--- src/hw/rtl/riex_pkg.sv ---
`timescale 1ns / 1ps
// ----------------------------------------------------------------------------
// riex_pkg
// Shared types and instruction encodings for the integer execute unit.
// ----------------------------------------------------------------------------
package riex_pkg;

  // Primary opcodes
  localparam logic [5:0] OP_SPECIAL = 6'h00;
  localparam logic [5:0] OP_BEQ     = 6'h04;
  localparam logic [5:0] OP_BNE     = 6'h05;
  localparam logic [5:0] OP_BLEZ    = 6'h06;
  localparam logic [5:0] OP_ADDI    = 6'h08;
  localparam logic [5:0] OP_ADDIU   = 6'h09;
  localparam logic [5:0] OP_SLTI    = 6'h0A;
  localparam logic [5:0] OP_ANDI    = 6'h0C;
  localparam logic [5:0] OP_ORI     = 6'h0D;
  localparam logic [5:0] OP_XORI    = 6'h0E;
  localparam logic [5:0] OP_LUI     = 6'h0F;
  localparam logic [5:0] OP_LB      = 6'h20;
  localparam logic [5:0] OP_LH      = 6'h21;
  localparam logic [5:0] OP_LW      = 6'h23;
  localparam logic [5:0] OP_SB      = 6'h28;
  localparam logic [5:0] OP_SH      = 6'h29;
  localparam logic [5:0] OP_SW      = 6'h2B;

  // SPECIAL function codes
  localparam logic [5:0] FN_SLL     = 6'h00;
  localparam logic [5:0] FN_SRL     = 6'h02;
  localparam logic [5:0] FN_SRA     = 6'h03;
  localparam logic [5:0] FN_SYSCALL = 6'h0C;
  localparam logic [5:0] FN_MFHI    = 6'h10;
  localparam logic [5:0] FN_MTHI    = 6'h11;
  localparam logic [5:0] FN_MFLO    = 6'h12;
  localparam logic [5:0] FN_MTLO    = 6'h13;
  localparam logic [5:0] FN_MULT    = 6'h18;
  localparam logic [5:0] FN_MULTU   = 6'h19;
  localparam logic [5:0] FN_DIV     = 6'h1A;
  localparam logic [5:0] FN_DIVU    = 6'h1B;
  localparam logic [5:0] FN_ADD     = 6'h20;
  localparam logic [5:0] FN_ADDU    = 6'h21;
  localparam logic [5:0] FN_SUB     = 6'h22;
  localparam logic [5:0] FN_SUBU    = 6'h23;
  localparam logic [5:0] FN_AND     = 6'h24;
  localparam logic [5:0] FN_OR      = 6'h25;
  localparam logic [5:0] FN_XOR     = 6'h26;
  localparam logic [5:0] FN_NOR     = 6'h27;
  localparam logic [5:0] FN_SLT     = 6'h2A;

  localparam logic [4:0]  EXIT_REG   = 5'd2;
  localparam logic [31:0] EXIT_CODE  = 32'd10;
  localparam logic [31:0] START_RST  = 32'h0040_0000;
  localparam logic [31:0] BASE_RST   = 32'h1000_0000;

  // Configuration register indexes
  localparam logic CFG_START = 1'b0;
  localparam logic CFG_BASE  = 1'b1;

  // Instruction class seen by the controller
  typedef enum logic [2:0] {
    CLS_SIMPLE,
    CLS_MUL,
    CLS_DIV,
    CLS_LOAD,
    CLS_STORE
  } cls_t;

  typedef enum logic [3:0] {
    ST_CLEAR,
    ST_IDLE,
    ST_READ,
    ST_EXEC,
    ST_MULFIX,
    ST_DIV,
    ST_DIVFIX,
    ST_MEMRD,
    ST_MEMCAP,
    ST_MEMWR,
    ST_DONE
  } state_t;

  typedef struct packed {
    logic accept;
    logic rd_issue;
    logic exec;
    logic mul_fix;
    logic div_step;
    logic div_fix;
    logic mem_rd;
    logic mem_cap;
    logic mem_wr;
    logic commit;
    logic clr_step;
  } cmd_t;

  typedef struct packed {
    logic clr_done;
    cls_t kind;
    logic div_done;
    logic last_byte;
  } stat_t;

endpackage

--- src/hw/rtl/riex_ctrl.sv ---
`timescale 1ns / 1ps
// ----------------------------------------------------------------------------
// riex_ctrl
// Sequencer: steps each instruction through read, execute, multiply fixup,
// divide iterations and fixup or byte-serial memory access, and write-back.
// ----------------------------------------------------------------------------
module riex_ctrl
  import riex_pkg::*;
(
  input  logic  clk,
  input  logic  rst_n,
  input  logic  in_valid,
  output logic  in_ready,
  output logic  out_valid,
  input  logic  out_ready,
  output cmd_t  cmd,
  input  stat_t stat
);

  state_t state_r, state_nxt;
  logic   out_vld_r, out_vld_nxt;

  // State and output-valid registers
  always_ff @(posedge clk) begin
    if (!rst_n) begin
      state_r   <= ST_CLEAR;
      out_vld_r <= 1'b0;
    end else begin
      state_r   <= state_nxt;
      out_vld_r <= out_vld_nxt;
    end
  end

  assign in_ready  = (state_r == ST_IDLE);
  assign out_valid = out_vld_r;

  // Next state and commands
  always_comb begin
    state_nxt   = state_r;
    cmd         = '0;
    out_vld_nxt = out_vld_r && !out_ready;
    unique case (state_r)
      ST_CLEAR: begin
        cmd.clr_step = 1'b1;
        if (stat.clr_done) state_nxt = ST_IDLE;
      end
      ST_IDLE: begin
        if (in_valid) begin
          cmd.accept = 1'b1;
          state_nxt  = ST_READ;
        end
      end
      ST_READ: begin
        cmd.rd_issue = 1'b1;
        state_nxt    = ST_EXEC;
      end
      ST_EXEC: begin
        cmd.exec = 1'b1;
        unique case (stat.kind)
          CLS_MUL:   state_nxt = ST_MULFIX;
          CLS_DIV:   state_nxt = ST_DIV;
          CLS_LOAD:  state_nxt = ST_MEMRD;
          CLS_STORE: state_nxt = ST_MEMWR;
          default:   state_nxt = ST_DONE;
        endcase
      end
      ST_MULFIX: begin
        cmd.mul_fix = 1'b1;
        state_nxt   = ST_DONE;
      end
      ST_DIV: begin
        cmd.div_step = 1'b1;
        if (stat.div_done) state_nxt = ST_DIVFIX;
      end
      ST_DIVFIX: begin
        cmd.div_fix = 1'b1;
        state_nxt   = ST_DONE;
      end
      ST_MEMRD: begin
        cmd.mem_rd = 1'b1;
        state_nxt  = ST_MEMCAP;
      end
      ST_MEMCAP: begin
        cmd.mem_cap = 1'b1;
        state_nxt   = stat.last_byte ? ST_DONE : ST_MEMRD;
      end
      ST_MEMWR: begin
        cmd.mem_wr = 1'b1;
        if (stat.last_byte) state_nxt = ST_DONE;
      end
      ST_DONE: begin
        // hold until the result register is free
        if (!out_vld_r || out_ready) begin
          cmd.commit  = 1'b1;
          out_vld_nxt = 1'b1;
          state_nxt   = ST_IDLE;
        end
      end
      default: state_nxt = ST_CLEAR;
    endcase
  end

endmodule

--- config.mk ---
export PLATFORM = sky130hd
export DESIGN_NAME = riex_ctrl
export DESIGN_NICKNAME = d
export VERILOG_FILES = /design/src/hw/rtl/riex_pkg.sv /design/src/hw/rtl/riex_ctrl.sv
export SDC_FILE = /design/constraint.sdc
export NUM_CORES = 1
export LEC_CHECK = 0
export ABC_CLOCK_PERIOD_IN_PS = 1750
export BUFFER_PORTS_ARGS = -buffer_cell sky130_fd_sc_hd__buf_2
export CAP_MARGIN = 20
export CORE_AREA = 2 2 39 41
export CTS_CLUSTER_DIAMETER = 80
export DETAILED_ROUTE_END_ITERATION = 10
export DIE_AREA = 0 0 41 43
export PLACE_DENSITY = 0.68
export SYNTH_ARGS = -nofsm -noshare
export SYNTH_HDL_FRONTEND = slang
export SYNTH_SLANG_ARGS = --single-unit
--- constraint.sdc ---
create_clock -name clk -period 1.75 [get_ports clk]
set_input_delay 0.4375 -clock clk [delete_from_list [all_inputs] [get_ports clk]]
set_output_delay 0.4375 -clock clk [all_outputs]
set_load 0.01 [all_outputs]
# Word-level counts from Yosys, hierarchy flattened
# Index checks and enable logic that the tools add are counted.
# totals
register_bits	5
inputBits	10
out_inout_bits	13
wordCells	51
# op_classes
n_eq_ne	19
mux	23
reduce_logical	7
# ops
op	n
one-hot mux 4 bit (10 select lines)	1
two-way mux 4 bit	6
equality test 4 x 3 -> 1 bit (second input constant)	4
one-hot mux 4 bit (4 select lines)	1
two-way mux 1 bit	15
equality test 4 bit (second input constant)	3
!= test 2 bit (second input constant)	5
equality test 4 x 2 -> 1 bit (second input constant)	2
equality test 3 x 2 -> 1 bit (second input constant)	2
AND reduction 5 bit	1
equality test 4 x 1 -> 1 bit (second input constant)	1
zero test 4 bit	1
equality test 3 x 1 -> 1 bit (second input constant)	1
equality test 3 bit (second input constant)	1
zero test 1 bit	2
OR reduction 2 bit	1
logical AND 1 bit	1
logical OR 1 bit	1

# Logic depth before layout (Yosys ltp)
# Gate-level depths: netlist of the first run.
# depth
word_depth	4
ltp_mapped	5
depth_no_buf	4

# Least setup slack after synthesis of the first run
# OpenSTA, ideal clock, no wires.
# synth_timing
path_type	register -> output
start	reg state_r[3]
end	out in_ready
t_arrival_ps	962
required_time_ps	1312
path_slack_ps	351
stages_incl_launch_ff	5
n_path_buf	2
cell_sequence	dfxtp_1 buf_6 buf_6 nand2b_1 nor3_1
# synth_via
elab_chain_cells	1
# synth_lines
item	line	source
start: declaration	riex_ctrl.sv:20	state_t state_r, state_nxt;
start signal: assignment	riex_ctrl.sv:29	state_r <= state_nxt;
equality test 4 x 1 -> 1 bit	riex_ctrl.sv:34	assign in_ready = (state_r == ST_IDLE);
end: declaration	riex_ctrl.sv:13	output logic in_ready,
# Every way passes these cells.

==> report_table.html, run 1 <==
<table>
<tr><th>Metric</th><th>Value</th></tr>
<tr><th colspan="2">Place</th></tr>
<tr><td>Number of input and output port buffers inserted</td><td>22</td></tr>
<tr><td>GPL Wtd Cong</td><td>0.8023</td></tr>
<tr><td>DP Wirelength</td><td>868.7 um</td></tr>
<tr><td>Post-detailed-placement cell area</td><td>576.8 sq um</td></tr>
<tr><th colspan="2">Route</th></tr>
<tr><td>Final routed wire length divided by cell count</td><td>11.22 um</td></tr>
<tr><td>Final WL</td><td>1178 um</td></tr>
<tr><td>Vias per std cell</td><td>5.181</td></tr>
<tr><td>Drt pass-1 iters</td><td>4</td></tr>
<tr><td>Via total after detailed routing</td><td>544</td></tr>
<tr><td>DRC violations left</td><td>0</td></tr>
<tr><td>First-iteration detailed-routing DRC count</td><td>5</td></tr>
<tr><td>Antenna viol nets, final</td><td>0</td></tr>
<tr><th colspan="2">Clocking</th></tr>
<tr><td>Num CTS Buffers</td><td>3</td></tr>
<tr><td>Reg clk slew, reported paths</td><td>40 ps</td></tr>
<tr><td>Hold-fix buffers at CTS</td><td>0</td></tr>
<tr><td>Setup fix buffers added after clock tree synthesis</td><td>0</td></tr>
<tr><td>Clock Root Buffer</td><td>sky130_fd_sc_hd__clkbuf_4</td></tr>
<tr><td>Clock tree from TritonCTS</td><td>yes</td></tr>
<tr><td>Worst-Skew Late Latency</td><td>240 ps</td></tr>
<tr><td>CTS Buffer Depth</td><td>2</td></tr>
<tr><td>CTS Sinks</td><td>5</td></tr>
<tr><td>Gates resized, CTS repair</td><td>4</td></tr>
<tr><td>H-tree levels</td><td>1</td></tr>
<tr><th colspan="2">Worst setup path</th></tr>
<tr><td>List of cells traversed by the critical path</td><td>nand2b_2 -&gt; nor3_1 -&gt; buf_2</td></tr>
<tr><td>Sort of element at the start of the critical path</td><td>flop</td></tr>
<tr><td>Largest fanout on the critical path</td><td>15</td></tr>
<tr><td>CP max stage delay</td><td>390 ps</td></tr>
<tr><td>Category of the worst setup path capture point</td><td>output pin</td></tr>
<tr><td>R2R setup slack</td><td>330 ps</td></tr>
<tr><td>CP max stage cell</td><td>sky130_fd_sc_hd__dfxtp_2</td></tr>
<tr><td>Critical path data arrival time</td><td>1250 ps</td></tr>
<tr><td>CP Class</td><td>reg -&gt; out</td></tr>
<tr><td>WP data required</td><td>1310 ps</td></tr>
<tr><th colspan="2">Pwr</th></tr>
<tr><td>Clock Power Share</td><td>0.171</td></tr>
<tr><td>Leakage dissipation</td><td>0.2938 nW</td></tr>
<tr><td>Switching power share of the total</td><td>0.4480</td></tr>
<tr><td>Net Sw Power</td><td>0.0003521 W</td></tr>
<tr><td>Combinational cell fraction of total power</td><td>0.497</td></tr>
<tr><td>Worst vdd ir</td><td>0.6672 mV</td></tr>
<tr><td>Register share of total power</td><td>0.332</td></tr>
<tr><td>Total power density per cell area</td><td>1274 nW/um^2</td></tr>
<tr><td>Internal cell power</td><td>0.0004337 W</td></tr>
<tr><th colspan="2">STA</th></tr>
<tr><td>Final clock period utilization by the worst path</td><td>0.9625</td></tr>
<tr><td>Clock skew</td><td>2.943 ps</td></tr>
<tr><td>Actual transition at the worst max-transition pin</td><td>391.3 ps</td></tr>
<tr><td>Peak Freq</td><td>0.5937 GHz</td></tr>
<tr><td>Setup violation total in the final timing report</td><td>0</td></tr>
<tr><td>Setup TNS</td><td>0 ps</td></tr>
<tr><td>Relative max-transition margin</td><td>0.7386</td></tr>
<tr><td>RSZ-0062 raised after global routing</td><td>false</td></tr>
<tr><td>Final critical delay including setup and external delays</td><td>1684 ps</td></tr>
<tr><td>Hold violation total from the final report</td><td>0</td></tr>
<tr><td>Slew Viols, Final</td><td>0</td></tr>
<tr><th colspan="2">Layout</th></tr>
<tr><td>Highest-count cells in the layout ignoring fill and taps</td><td>sky130_fd_sc_hd__buf_2, sky130_fd_sc_hd__nor2_1, sky130_fd_sc_hd__nor3_1</td></tr>
<tr><td>Synthesis-to-finish area growth</td><td>29.74%</td></tr>
<tr><td>Filler instances</td><td>141</td></tr>
<tr><td>Layout cells sized above 1</td><td>0.3708</td></tr>
<tr><td>Leading cell type in the layout, fill and taps excluded</td><td>sky130_fd_sc_hd__buf_2</td></tr>
<tr><td>Area used by multi-input combinational logic</td><td>334.1 sq um</td></tr>
<tr><td>Design area</td><td>616.8 sq um</td></tr>
<tr><td>Combined flip-flop and latch cell area</td><td>107.6 sq um</td></tr>
<tr><td>Final net count</td><td>100</td></tr>
<tr><td>Number of diodes added for antenna fixing</td><td>0</td></tr>
<tr><th colspan="2">Run status</th></tr>
<tr><td>Status</td><td>finished clean</td></tr>
<tr><th colspan="2">Die</th></tr>
<tr><td>Top-Level Pins</td><td>23</td></tr>
<tr><td>Core Box Area</td><td>1384 sq um</td></tr>
<tr><td>Die Outline Area</td><td>1763 sq um</td></tr>
<tr><td>Row cnt</td><td>14</td></tr>
<tr><td>Vert. Die Dim</td><td>43 um</td></tr>
<tr><td>Starting density of the core</td><td>0.3436</td></tr>
<tr><td>DIE WIDTH</td><td>41 um</td></tr>
<tr><th colspan="2">Global route</th></tr>
<tr><td>Overall track demand over capacity in global routing</td><td>0.1466</td></tr>
<tr><td>Initial antenna violation count</td><td>0</td></tr>
<tr><td>Via count of the first global-routing pass</td><td>429</td></tr>
<tr><td>Pin count of the biggest net entering global routing</td><td>18</td></tr>
<tr><td>GRT overflow</td><td>0</td></tr>
<tr><td>Wire length of the first global-routing pass</td><td>1787 um</td></tr>
<tr><th colspan="2">Synthesis</th></tr>
<tr><td>Combined area of all synthesized cells</td><td>475.5 sq um</td></tr>
<tr><td>Adder and majority cell fraction of the synthesized area</td><td>0</td></tr>
<tr><td>Dominant combinational cell family by area after synthesis</td><td>simple AND/OR/NAND/NOR gates</td></tr>
<tr><td>Synthesized-area fraction occupied by ao, oa, aoi and oai cells</td><td>0.2474</td></tr>
<tr><td>Count of different cell masters after synthesis</td><td>31</td></tr>
<tr><td>Simple logic cell fraction of the synthesized area</td><td>0.3816</td></tr>
<tr><td>Top area cells in the synthesized netlist</td><td>sky130_fd_sc_hd__dfxtp_1, sky130_fd_sc_hd__nor2_1, sky130_fd_sc_hd__and3_1, sky130_fd_sc_hd__nor3_1, sky130_fd_sc_hd__buf_6</td></tr>
<tr><td>Async set-reset flop share out of synthesis</td><td>0</td></tr>
<tr><td>Synthesis Warnings</td><td>0</td></tr>
<tr><td>Number of instances in the synthesized netlist</td><td>67</td></tr>
<tr><td>Synthesis-stage register bit count</td><td>5</td></tr>
<tr><td>Area share of the leading cell type in the synthesized netlist</td><td>0.2105</td></tr>
<tr><td>Post-Synthesis Mean Instance Area</td><td>7.096 sq um</td></tr>
<tr><td>Number of enable flip-flop cells after synthesis</td><td>0</td></tr>
<tr><td>Synthesized netlist net count</td><td>77</td></tr>
<tr><td>Multiplexer share of the synthesized area</td><td>0.04211</td></tr>
<tr><td>Top_reg_cell synth</td><td>sky130_fd_sc_hd__dfxtp_1</td></tr>
<tr><td>Register area share after synthesis</td><td>0.2105</td></tr>
<tr><td>Post-synthesis share of cell area spent on xor and xnor gates</td><td>0.01842</td></tr>
<tr><td>Leading area contributor after synthesis</td><td>sky130_fd_sc_hd__dfxtp_1</td></tr>
<tr><th colspan="2">Run</th></tr>
<tr><td>Number of max-capacitance violations reported</td><td>0</td></tr>
<tr><th colspan="2">Hold path</th></tr>
<tr><td>Min-delay worst type</td><td>in -&gt; reg</td></tr>
</table>
-- state kept, by name, indices dropped and copies added, names as in the netlist --
signal,flops
out_valid,1
state_r,4
-- cell usage after synthesis, types with 2 or more instances --
cell type and count:
sky130_fd_sc_hd__nor2_1 11, sky130_fd_sc_hd__dfxtp_1 5, sky130_fd_sc_hd__nor3_1 5, sky130_fd_sc_hd__a21oi_1 4, sky130_fd_sc_hd__and3_1 4, sky130_fd_sc_hd__nand2_1 4, sky130_fd_sc_hd__inv_1 3, sky130_fd_sc_hd__or3_1 3
sky130_fd_sc_hd__buf_2 2, sky130_fd_sc_hd__buf_6 2, sky130_fd_sc_hd__mux2i_1 2, sky130_fd_sc_hd__nand2b_2 2, sky130_fd_sc_hd__nor2b_1 2
-- layout make-up --
cell class | instances | area share
clock buffer | 4 | 0.04260
multi-input combinational | 54 | 0.5416
sequential | 5 | 0.1744
inverter | 3 | 0.01826
timing repair buffer | 23 | 0.1907
tap | 16 | 0.03245
-- final timing paths --
kind                                 from                       to  depth (start not counted)
setup / recovery  state_r[2]$_SDFFE_PN0P_                   cmd[1]                          3
setup reg to reg  state_r[0]$_SDFFE_PN0P_  state_r[1]$_SDFFE_PN0P_                          5
hold / removal                      rst_n  state_r[2]$_SDFFE_PN0P_                          2
hold reg to reg   state_r[0]$_SDFFE_PN0P_  state_r[0]$_SDFFE_PN0P_                          1
-- power by group through the flow --
stage / Combinational (W) / Clock [W] / Sequential [W]
after floorplan: 0.000361 / 0 / 0.000170
after CTS: 0.000388 / 0.000141 / 0.000250
final: 0.000391 / 0.000134 / 0.000261
after detailed placement: 0.000385 / 0 / 0.000245
after global placement: 0.000381 / 0 / 0.000243
after global routing: 0.000443 / 0.000150 / 0.000274
-- metrics by stage --
stage | setup WS (ps) | cells | util | hold slack (ps) | total power (W)
final | 65.70 | 105 | 0.4458 | 460.3 | 0.0007858
after global routing | 19.12 | 105 | 0.4458 | 472.4 | 0.0008666
after CTS | 72.99 | 105 | 0.4394 | 452.2 | 0.0007792
after detailed placement | 176.2 | 101 | 0.4168 | 621.8 | 0.0006295
after global placement | 193.6 | 101 | 0.4168 | 616.6 | 0.0006240
after floorplan | 350.6 | 67 | - | 555.2 | 0.0005314
-- worst max-delay path, delay by kind of cell, from the launching register on --
kind | cells | cell delay (ps)
buffers and inverters | 1 | 160
flip-flops | 1 | 390
AND/OR/NAND/NOR | 2 | 460
-- cells by family after synthesis --
family,after synthesis
AOI/OAI and AO/OA,16
xor gates and xnor gates,1
buffers and inverters,8
DFF,5
muxes,2
and+or+nand+nor,35
-- routing by layer --
layer | track usage | share of wire | up-vias
met1 | 0.2122 | 0.47 | 228
li1 | - | - | 289
met5 | 0 | 0 | -
met3 | 0.03141 | 0.095 | 2
met4 | 0.08000 | 0.0085 | 0
met2 | 0.1938 | 0.43 | 25
Note: power is estimated with default switching activity, not from simulation.
==> run 2, diff against run 1 <==
--- a/config.mk
+++ b/config.mk
@@ -6,13 +6,13 @@
 export NUM_CORES = 1
 export LEC_CHECK = 0
 export ABC_CLOCK_PERIOD_IN_PS = 1750
-export BUFFER_PORTS_ARGS = -buffer_cell sky130_fd_sc_hd__buf_2
 export CAP_MARGIN = 20
 export CORE_AREA = 2 2 39 41
 export CTS_CLUSTER_DIAMETER = 80
 export DETAILED_ROUTE_END_ITERATION = 10
 export DIE_AREA = 0 0 41 43
-export PLACE_DENSITY = 0.68
+export DONT_BUFFER_PORTS = 1
+export PLACE_DENSITY = 0.54
 export SYNTH_ARGS = -nofsm -noshare
 export SYNTH_HDL_FRONTEND = slang
 export SYNTH_SLANG_ARGS = --single-unit
==> report_table.html, run 2 (synthesis results as in run 1) <==
<table>
<tr><th>Metric</th><th>Value</th></tr>
<tr><th colspan="2">Run status</th></tr>
<tr><td>Status</td><td>finished clean</td></tr>
<tr><th colspan="2">Die</th></tr>
<tr><td>Row cnt</td><td>14</td></tr>
<tr><td>Starting density of the core</td><td>0.3436</td></tr>
<tr><td>Die Outline Area</td><td>1763 sq um</td></tr>
<tr><td>DIE WIDTH</td><td>41 um</td></tr>
<tr><td>Vert. Die Dim</td><td>43 um</td></tr>
<tr><td>Core Box Area</td><td>1384 sq um</td></tr>
<tr><td>Top-Level Pins</td><td>23</td></tr>
<tr><th colspan="2">Global route</th></tr>
<tr><td>Global route hottest layer</td><td>met1</td></tr>
<tr><td>Initial antenna violation count</td><td>0</td></tr>
<tr><td>Pin count of the biggest net entering global routing</td><td>17</td></tr>
<tr><td>Via count of the first global-routing pass</td><td>426</td></tr>
<tr><td>GRT overflow</td><td>0</td></tr>
<tr><td>Met1 track utilization from global routing</td><td>0.2122</td></tr>
<tr><td>Wire length of the first global-routing pass</td><td>1773 um</td></tr>
<tr><td>Overall track demand over capacity in global routing</td><td>0.1526</td></tr>
<tr><td>Met3 layer usage reported by global route</td><td>0.05236</td></tr>
<tr><td>Met2 track utilization from global routing</td><td>0.1844</td></tr>
<tr><th colspan="2">Clocking</th></tr>
<tr><td>Num CTS Buffers</td><td>3</td></tr>
<tr><td>H-tree levels</td><td>1</td></tr>
<tr><td>CTS Buffer Depth</td><td>2</td></tr>
<tr><td>Setup fix buffers added after clock tree synthesis</td><td>0</td></tr>
<tr><td>Reg clk slew, reported paths</td><td>50 ps</td></tr>
<tr><td>Worst-Skew Late Latency</td><td>250 ps</td></tr>
<tr><td>Clock tree from TritonCTS</td><td>yes</td></tr>
<tr><td>CTS Sinks</td><td>5</td></tr>
<tr><td>Clock Root Buffer</td><td>sky130_fd_sc_hd__clkbuf_4</td></tr>
<tr><th colspan="2">Pwr</th></tr>
<tr><td>Total power density per cell area</td><td>1465 nW/um^2</td></tr>
<tr><td>Leakage dissipation</td><td>0.2025 nW</td></tr>
<tr><td>Worst vdd ir</td><td>0.4773 mV</td></tr>
<tr><th colspan="2">Layout</th></tr>
<tr><td>Final net count</td><td>81</td></tr>
<tr><td>Non-filler cells in the finished layout</td><td>86</td></tr>
<tr><td>Highest-count cells in the layout ignoring fill and taps</td><td>sky130_fd_sc_hd__nor2_1, sky130_fd_sc_hd__nor3_1</td></tr>
<tr><td>Leading cell type in the layout, fill and taps excluded</td><td>sky130_fd_sc_hd__nor2_1</td></tr>
<tr><td>Synthesis-to-finish area growth</td><td>8.947%</td></tr>
<tr><td>Max reg flops</td><td>4</td></tr>
<tr><td>Combined flip-flop and latch cell area</td><td>102.6 sq um</td></tr>
<tr><td>Filler instances</td><td>159</td></tr>
<tr><td>Area used by multi-input combinational logic</td><td>327.8 sq um</td></tr>
<tr><td>Number of diodes added for antenna fixing</td><td>0</td></tr>
<tr><td>Layout cells sized above 1</td><td>0.1571</td></tr>
<tr><td>Largest register by flop count</td><td>state_r</td></tr>
<tr><th colspan="2">STA</th></tr>
<tr><td>RSZ-0062 raised after global routing</td><td>false</td></tr>
<tr><td>Actual transition at the worst max-transition pin</td><td>362.8 ps</td></tr>
<tr><td>Setup violation total in the final timing report</td><td>0</td></tr>
<tr><td>Peak Freq</td><td>0.5925 GHz</td></tr>
<tr><td>Clock skew</td><td>1.970 ps</td></tr>
<tr><td>Hold violation total from the final report</td><td>0</td></tr>
<tr><td>Slew Viols, Final</td><td>0</td></tr>
<tr><td>Final clock period utilization by the worst path</td><td>0.9645</td></tr>
<tr><td>Relative max-transition margin</td><td>0.7563</td></tr>
<tr><td>Final critical delay including setup and external delays</td><td>1688 ps</td></tr>
<tr><td>Setup TNS</td><td>0 ps</td></tr>
<tr><th colspan="2">Route</th></tr>
<tr><td>DRC violations left</td><td>0</td></tr>
<tr><td>Antenna viol nets, final</td><td>0</td></tr>
<tr><td>First-iteration detailed-routing DRC count</td><td>5</td></tr>
<tr><td>Drt pass-1 iters</td><td>4</td></tr>
<tr><td>Final WL</td><td>1183 um</td></tr>
<tr><td>Via total after detailed routing</td><td>482</td></tr>
<tr><td>Final routed wire length divided by cell count</td><td>13.76 um</td></tr>
<tr><td>Vias per std cell</td><td>5.605</td></tr>
<tr><th colspan="2">Place</th></tr>
<tr><td>Count of placed standard cells including taps</td><td>82</td></tr>
<tr><td>GPL Wtd Cong</td><td>0.7395</td></tr>
<tr><td>DP Wirelength</td><td>896.5 um</td></tr>
<tr><td>Number of input and output port buffers inserted</td><td>0</td></tr>
<tr><th colspan="2">Worst setup path</th></tr>
<tr><td>Sort of element at the start of the critical path</td><td>flop</td></tr>
<tr><td>R2R setup slack</td><td>350 ps</td></tr>
<tr><td>Critical path data arrival time</td><td>1250 ps</td></tr>
<tr><td>WP data required</td><td>1310 ps</td></tr>
<tr><td>Largest fanout on the critical path</td><td>7</td></tr>
<tr><td>Category of the worst setup path capture point</td><td>output pin</td></tr>
<tr><td>CP Class</td><td>reg -&gt; out</td></tr>
<tr><th colspan="2">Hold path</th></tr>
<tr><td>Min-delay worst type</td><td>in -&gt; reg</td></tr>
<tr><th colspan="2">Run</th></tr>
<tr><td>Number of max-capacitance violations reported</td><td>0</td></tr>
</table>
[run 2: cell types whose count changed in the layout (fill, tap and decap cells not counted)]
| cell | delta |
|---|---|
| sky130_fd_sc_hd__buf_2 | -22 |
| sky130_fd_sc_hd__buf_4 | +3 |
| sky130_fd_sc_hd__dfxtp_1 | +2 |
| sky130_fd_sc_hd__dfxtp_2 | -1 |
| sky130_fd_sc_hd__dfxtp_4 | -1 |
| sky130_fd_sc_hd__nor4_1 | +1 |
| sky130_fd_sc_hd__nor4_2 | -1 |
[run 2: through the flow]
| step | hold slack, ps | setup slack, ps | total power [W] | cell area [sq um] | util |
|---|---|---|---|---|---|
| 2_1_floorplan | 555.2 | 350.6 | 0.0005314 | 475.5 | - |
| 3_3_place_gp | 568.3 | 256.8 | 0.0006092 | 489.2 | 0.3535 |
| 3_5_place_dp | 565.6 | 223.1 | 0.0006112 | 489.2 | 0.3535 |
| 4_1_cts | 313.4 | 1.767 | 0.0007549 | 516.7 | 0.3734 |
| 5_1_grt | 315.1 | 16.87 | 0.0008160 | 518.0 | 0.3743 |
| 6_report | 305.5 | 62.15 | 0.0007587 | 518.0 | 0.3743 |
[run 2: layout make-up]
class / instances / share of cell area
Clock buffer: 4 / 0.05072
Inverter: 3 / 0.02174
Multi-Input combinational cell: 54 / 0.6328
Sequential cell: 5 / 0.1981
Tap cell: 16 / 0.03865
Timing Repair Buffer: 4 / 0.05797
[run 2: repair_timing]
action	in CTS	in global routing
resized for setup	1	1
setup endpoints to repair	2	3
hold buffers	0	0
pin swaps	0	0
[run 2: final timing paths]
check | to | start | cells past startpoint
setup / recovery | cmd[1] | state_r[1]$_SDFFE_PN0P_ | 2
hold / removal | state_r[2]$_SDFFE_PN0P_ | rst_n | 1
setup reg to reg | state_r[0]$_SDFFE_PN0P_ | state_r[2]$_SDFFE_PN0P_ | 5
hold reg to reg | state_r[0]$_SDFFE_PN0P_ | state_r[0]$_SDFFE_PN0P_ | 1
[run 2: power by group]
part | internal (W) | switching [W]
clock | 0.0000868 | 0.0000558
combinational | 0.000173 | 0.000212
sequential | 0.000149 | 0.0000820
total | 0.000409 | 0.000350
[run 2: per-layer routing]
metal | vias to the layer above | part of all wire
met2 | 17 | 0.42
met5 | - | 0
met4 | 0 | 0.022
met3 | 5 | 0.093
li1 | 247 | -
met1 | 213 | 0.46
[run 2: worst max-delay path, stage by stage, from the launching register on]
cell                       delay (ps)
sky130_fd_sc_hd__dfxtp_1          470
sky130_fd_sc_hd__nand2b_2         160
sky130_fd_sc_hd__nor3_1           360
